===== config.mk =====
export PLATFORM = sky130hd
export DESIGN_NAME = insertion_sort_engine
export DESIGN_NICKNAME = d
export VERILOG_FILES = /design/src/design/ise_pkg.sv /design/src/design/insertion_sort_engine.sv /design/src/design/ise_cell.sv
export SDC_FILE = /design/constraint.sdc
export NUM_CORES = 2
export LEC_CHECK = 0
export BUFFER_PORTS_ARGS = -buffer_cell sky130_fd_sc_hd__buf_2
export CAP_MARGIN = 20
export CELL_PAD_IN_SITES_DETAIL_PLACEMENT = 1
export CELL_PAD_IN_SITES_GLOBAL_PLACEMENT = 1
export CORE_MARGIN = 4
export CORE_UTILIZATION = 46
export DETAILED_ROUTE_END_ITERATION = 10
export PLACE_DENSITY = 0.87
export SLEW_MARGIN = 10
export SYNTH_ARGS = -nofsm -noshare
export SYNTH_HDL_FRONTEND = slang
export SYNTH_SLANG_ARGS = --single-unit
export TNS_END_PERCENT = 10

===== constraint.sdc =====
create_clock -name clk -period 4.65 [get_ports clk]
set_input_delay 0.465 -clock clk [delete_from_list [all_inputs] [get_ports clk]]
set_output_delay 0.465 -clock clk [all_outputs]
set_load 0.02 [all_outputs]

===== src/design/ise_pkg.sv =====
// ----------------------------------------------------------------------------
// ise_pkg
// Shared constants and types for the insertion sort engine.
// ----------------------------------------------------------------------------
package ise_pkg;

    localparam int DEPTH  = 16;   // capacity of the cell chain, 2..64
    localparam int DATA_W = 32;

    // What one cell shows its neighbors
    typedef struct packed {
        logic signed [DATA_W-1:0] value;
        logic                     valid;
        logic                     gt;     // valid and holds a value above the insert value
    } link_t;

    // Control broadcast to every cell
    typedef struct packed {
        logic insert;   // place the broadcast value, larger entries move up
        logic shift;    // drain: every entry moves one place toward cell 0
    } cell_ctrl_t;

endpackage


===== src/design/insertion_sort_engine.sv =====
// ----------------------------------------------------------------------------
// insertion_sort_engine
// Streaming insertion sorter for signed 32-bit values on a chain of cells.
// ----------------------------------------------------------------------------
// Usage:
//   Input channel (in_valid/in_ready, value, last) takes one element per
//   transfer. While loading, in_ready is high and one element is taken every
//   cycle: each element is compared against all cells at once and inserted
//   into the chain, larger entries moving up one cell. Equal values keep
//   arrival order. Once DEPTH elements are held, further elements of the
//   set are dropped and the set is flagged.
//   The element marked last is inserted unless the chain is full, then the
//   engine drains: cell 0 is the output (sorted_value, last_out, overflow),
//   and each output transfer moves the whole chain one cell down. A set drains
//   in one output transfer per element held; in_ready is low during the drain.
//   First result appears the cycle after the last element's transfer.
//   Loading and draining do not overlap: no new element is taken until the
//   set has drained through the single output port at cell 0.
//   A stalled receiver simply holds the chain; nothing is lost.
//   Reset clears all valid bits, the drop flag and returns to loading.
// ----------------------------------------------------------------------------
module insertion_sort_engine
    import ise_pkg::*;
(
    input  logic                     clk,
    input  logic                     rst_n,
    // input channel
    input  logic                     in_valid,
    output logic                     in_ready,
    input  logic signed [DATA_W-1:0] value,
    input  logic                     last,
    // output channel
    output logic                     out_valid,
    input  logic                     out_ready,
    output logic signed [DATA_W-1:0] sorted_value,
    output logic                     last_out,
    output logic                     overflow
);

    typedef enum logic {
        ST_LOAD,
        ST_DRAIN
    } state_t;

    state_t     state_reg, state_next;
    logic       dropped_reg, dropped_next;
    logic       in_xfer, out_xfer, full;
    cell_ctrl_t ctrl;
    link_t      cell_link [DEPTH];

    assign in_ready  = (state_reg == ST_LOAD);
    assign in_xfer   = in_valid && in_ready;
    assign full      = cell_link[DEPTH-1].valid;

    // cell 0 is the head of the sorted set
    assign out_valid    = (state_reg == ST_DRAIN) && cell_link[0].valid;
    assign out_xfer     = out_valid && out_ready;
    assign sorted_value = cell_link[0].value;
    assign last_out     = !cell_link[1].valid;
    assign overflow     = dropped_reg;

    assign ctrl.insert = in_xfer && !full;
    assign ctrl.shift  = out_xfer;

    // ---- the chain ----
    genvar i;
    generate
        for (i = 0; i < DEPTH; i++)
        begin : g_cell
            link_t lo_link, hi_link;

            if (i == 0)
            begin : g_first
                // below cell 0: always occupied, never larger
                assign lo_link.value = '0;
                assign lo_link.valid = 1'b1;
                assign lo_link.gt    = 1'b0;
            end
            else
            begin : g_lo
                assign lo_link = cell_link[i-1];
            end

            if (i == DEPTH - 1)
            begin : g_last
                // above the top cell: empty
                assign hi_link.value = '0;
                assign hi_link.valid = 1'b0;
                assign hi_link.gt    = 1'b0;
            end
            else
            begin : g_hi
                assign hi_link = cell_link[i+1];
            end

            ise_cell u_cell (
                .clk       (clk),
                .rst_n     (rst_n),
                .ctrl      (ctrl),
                .ins_value (value),
                .lo        (lo_link),
                .hi        (hi_link),
                .link      (cell_link[i])
            );
        end
    endgenerate

    // ---- sequencing ----
    always_comb
    begin
        state_next   = state_reg;
        dropped_next = dropped_reg;
        unique case (state_reg)
            ST_LOAD:
            begin
                if (in_xfer)
                begin
                    if (full)
                    begin
                        dropped_next = 1'b1;
                    end
                    if (last)
                    begin
                        state_next = ST_DRAIN;
                    end
                end
            end
            ST_DRAIN:
            begin
                // final transfer of the set empties the chain
                if (out_xfer && last_out)
                begin
                    state_next   = ST_LOAD;
                    dropped_next = 1'b0;
                end
            end
            default:
            begin
                state_next = ST_LOAD;
            end
        endcase
    end

    always_ff @(posedge clk or negedge rst_n)
    begin
        if (!rst_n)
        begin
            state_reg   <= ST_LOAD;
            dropped_reg <= 1'b0;
        end
        else
        begin
            state_reg   <= state_next;
            dropped_reg <= dropped_next;
        end
    end

endmodule


===== src/design/ise_cell.sv =====
// ----------------------------------------------------------------------------
// ise_cell
// One place of the sorted chain: holds one value and its valid bit.
// ----------------------------------------------------------------------------
module ise_cell
    import ise_pkg::*;
(
    input  logic                     clk,
    input  logic                     rst_n,
    input  cell_ctrl_t               ctrl,
    input  logic signed [DATA_W-1:0] ins_value,
    input  link_t                    lo,      // neighbor one place lower
    input  link_t                    hi,      // neighbor one place higher
    output link_t                    link
);

    logic signed [DATA_W-1:0] value_reg, value_next;
    logic                     valid_reg, valid_next;
    logic                     gt;

    assign gt = valid_reg && (value_reg > ins_value);

    always_comb
    begin
        value_next = value_reg;
        valid_next = valid_reg;
        if (ctrl.insert)
        begin
            if (lo.gt)
            begin
                // lower neighbor is larger too: it moves up into this place
                value_next = lo.value;
                valid_next = 1'b1;
            end
            else if (gt || (!valid_reg && lo.valid))
            begin
                // insertion point: first larger entry or first free place
                value_next = ins_value;
                valid_next = 1'b1;
            end
        end
        else if (ctrl.shift)
        begin
            value_next = hi.value;
            valid_next = hi.valid;
        end
    end

    always_ff @(posedge clk or negedge rst_n)
    begin
        if (!rst_n)
        begin
            valid_reg <= 1'b0;
        end
        else
        begin
            valid_reg <= valid_next;
        end
    end

    always_ff @(posedge clk)
    begin
        value_reg <= value_next;
    end

    assign link.value = value_reg;
    assign link.valid = valid_reg;
    assign link.gt    = gt;

endmodule

==> flow_summary_export.csv <==
group,metric,value,unit
synthesis,ys_seq_elements,530,
sta,hold_viol,0,
floorplanning,io_pins,73,
worst_setup_path,cp.required,4.99,ns
cells_and_area,final_common_cell,"nand2_1",
worst_setup_path,worstPathMaxFanout,16,
cells_and_area,synthToLayoutAreaGrowth,11.40,%
cells_and_area,post-route-util,52.00,%
worst_setup_path,crit_path_cell_trace,"ha_1 -> nand4_1 -> nor3_1 -> nand3_1 -> a31oi_1 -> nor4_1 -> or4b_2 -> buf_4 -> mux2i_1 -> a21oi_1",
synthesis,seq_area_frac_synth,43.54,%
synthesis,syn_area,0.03634,mm2
grt,grt_pass1_vias,34210,
worst_setup_path,slowest_delay,0.75,ns
floorplanning,fp.dieW,289.1,um
cts,insertion_delay,0.63,ns
worst_setup_path,critical_path_class,"register to register",
power,irDropWorstVdd,0.0004960,V
sta,slew_viol_final,0,
min_path,hp-class,"input port to register",
drt,drt_iter0_markers,4458,
synthesis,synth_nets,4256,
cts,numClockSinks,530,
drt,dr.pass1.iters,6,
sta,post-route-period-util,87.63,%
min_path,holdCritStartpoint,"out_ready",
power,power_density,765.5,mW/mm2
cts,cts_buffers,58,
floorplanning,start_util,46.68,%
cts,clockBufferDepth,3,
sta,finalSetupTns,0,ns
cells_and_area,stdcell_count,4841,
cts,cts_tree,"done",
sta,hold_slack,0.1547,ns
floorplanning,dieArea,0.08357,mm2
cells_and_area,finalInstanceArea,0.04049,mm2
worst_setup_path,cp.arrival,4.41,ns
grt,track_usage,31.66,%
worst_setup_path,r2r_slack,0.58,ns
grt,grt_pass1_wl,205700,um
worst_setup_path,crit_slowest_cell,"or4b_2",
grt,grt_max_degree,228,
synthesis,synth_cells,3739,
drt,vias,33370,
cts,htreeDepth,2,
synthesis,yosysWarnings,0,
grt,overflow,0,
placed_design,io_buffers,72,
sta,skew,0.01699,ns
min_path,holdPathStages,2,
cells_and_area,final_cell_mix,"nand2_1, edfxtp_1, ha_1",
synthesis,async_flop_share,3.396,%
min_path,hold_path_end,"g_cell[1].u_cell.valid_reg",
cells_and_area,n_fill_cell,8613,
job,maxCapViolations,0,
cells_and_area,fin_nets,4266,
cts,path_clk_slew,0.07,ns
floorplanning,core,0.07785,mm2
sta,timing.slew.headroom,25.00,%
sta,rsz0062_at_grt,"no",
worst_setup_path,startpoint_type,"register",
placed_design,placed_area,0.03852,mm2
worst_setup_path,endpoint_kind,"register",
grt,antenna_found_initial,4,
synthesis,ys_types,61,
floorplanning,die_h,289.1,um
drt,drc,0,
worst_setup_path,r2r-end,"g_cell[2].u_cell.value_reg[26]",
sta,setup_viol,0,
drt,routed_via_density,6.894,
sta,timing.final.crit_period,4.075,ns
sta,fmax,245.4,MHz
floorplanning,num_rows,102,
synthesis,synth_edf_count,512,
placed_design,dp_cells,4728,
placed_design,post-place-ws,0.2222,ns
drt,ant_nets,0,
synthesis,syn_area_per_cell,9.720,um2
cts,root_buffer,"clkbuf_16",
worst_setup_path,timing.rr.start,"g_cell[1].u_cell.value_reg[30]",
worst_setup_path,reg2reg_depth,10,
cells_and_area,largest_register_ffs,512,
synthesis,synthFlopType,"edfxtp_1",
status,status,"finished clean",
drt,wirelength,135400,um
cells_and_area,drive_above_1_share,8.480,%
cts,post_cts_resize_count,0,
placed_design,gp_congestion,0.9092,
power,power_leakage,16.26,nW
sta,worst_slew_pin_slew,1.123,ns
drt,wire_per_inst,27.97,um
placed_design,place.detailed.hpwl,98650,um
sta,worst_slack,0.5751,ns
power,total_power,30.99,mW
## power by group
group | internal [mW] | switching, mW | total [mW]
combinational | 4.96 | 9.84 | 14.8
sequential | 8.75 | 2.54 | 11.3
clock | 2.86 | 2.04 | 4.91
## cell type report
cell class | count | area, um2 | area share (%)
multi-input combinational | 2867 | 19500 | 48.16
clock inverter | 38 | 429.2 | 1.060
sequential | 530 | 15830 | 39.09
inverter | 93 | 349.1 | 0.8623
clock buffer | 70 | 1518 | 3.749
antenna | 4 | 10.01 | 0.02472
timing repair buffer | 199 | 1554 | 3.838
tap | 1040 | 1301 | 3.214
## synthesized netlist by cell type (10+ instances only)
| cell | number | area share (%) |
|---|---|---|
| nand3_1 | 396 | 5.5 |
| a221oi_1 | 16 | 0.39 |
| o211ai_1 | 355 | 7.3 |
| nand2b_1 | 11 | 0.19 |
| ha_1 | 480 | 17 |
| nor3_1 | 10 | 0.14 |
| o21ai_0 | 115 | 1.6 |
| o21ai_1 | 29 | 0.40 |
| edfxtp_1 | 512 | 42 |
| nor4_1 | 14 | 0.24 |
| nor2b_1 | 10 | 0.17 |
| nand4_1 | 91 | 1.6 |
| dfrtp_1 | 18 | 1.2 |
| clkbuf_1 | 182 | 1.9 |
| buf_1 | 48 | 0.50 |
| nand2_1 | 619 | 6.4 |
| buf_2 | 15 | 0.21 |
| mux2i_1 | 107 | 2.9 |
| o221ai_1 | 12 | 0.29 |
| a21o_1 | 38 | 0.78 |
| inv_1 | 93 | 0.96 |
| a31oi_1 | 52 | 0.90 |
| nor2_1 | 133 | 1.4 |
| a21oi_1 | 293 | 4.0 |
## timing repair
item	in CTS	in global routing
setup buffers	0	0
hold buffers	1	0
endpoints found under the hold margin	18	0
## critical path, delay by kind of cell, from the launching register on
family / cells / cell delay (ns)
simple gates: 5 / 1.86
compound gates: 2 / 0.52
flops: 1 / 0.47
fa+ha+maj: 1 / 0.37
buf+inv: 1 / 0.30
mux: 1 / 0.24
## kinds of logic (layout without fill, tap and decap cells)
| logic type | Yosys count | count (layout) | synth area share, % |
|---|---|---|---|
| AND/OR/NAND/NOR | 1314 | 1314 | 16.15 |
| AO/OA/AOI/OAI | 966 | 966 | 17.09 |
| flip-flops | 530 | 530 | 43.54 |
| adder cells (fa/ha/maj) | 480 | 480 | 16.52 |
| buffers and inverters | 342 | 400 | 3.739 |
| multiplexers | 107 | 107 | 2.947 |
| other | 0 | 4 | 0 |
## metal layers
metal / vias up / wire length (um) / part of all wire (%) / global-route usage (%)
met5: - / 0 / 0 / 0
met4: 0 / 5439 / 4.0 / 11.90
met3: 318 / 15610 / 12 / 6.428
met2: 2129 / 60200 / 44 / 49.14
met1: 16610 / 54160 / 40 / 43.94
li1: 14320 / - / - / -
## worst max-delay path by stage
stage | start | endpoint | cells past startpoint
final | g_cell[1].u_cell.value_reg[30] | g_cell[2].u_cell.value_reg[26] | 10
after global routing | g_cell[1].u_cell.value_reg[30] | g_cell[2].u_cell.value_reg[26] | 10
after CTS | g_cell[1].u_cell.value_reg[30] | g_cell[2].u_cell.value_reg[12] | 10
after detailed placement | value[9] | g_cell[1].u_cell.value_reg[24] | 13
after global placement | value[9] | g_cell[1].u_cell.value_reg[7] | 13
after floorplan | value[1] | g_cell[13].u_cell.value_reg[0] | 11
No activity file was read; power rests on OpenSTA's default activity.
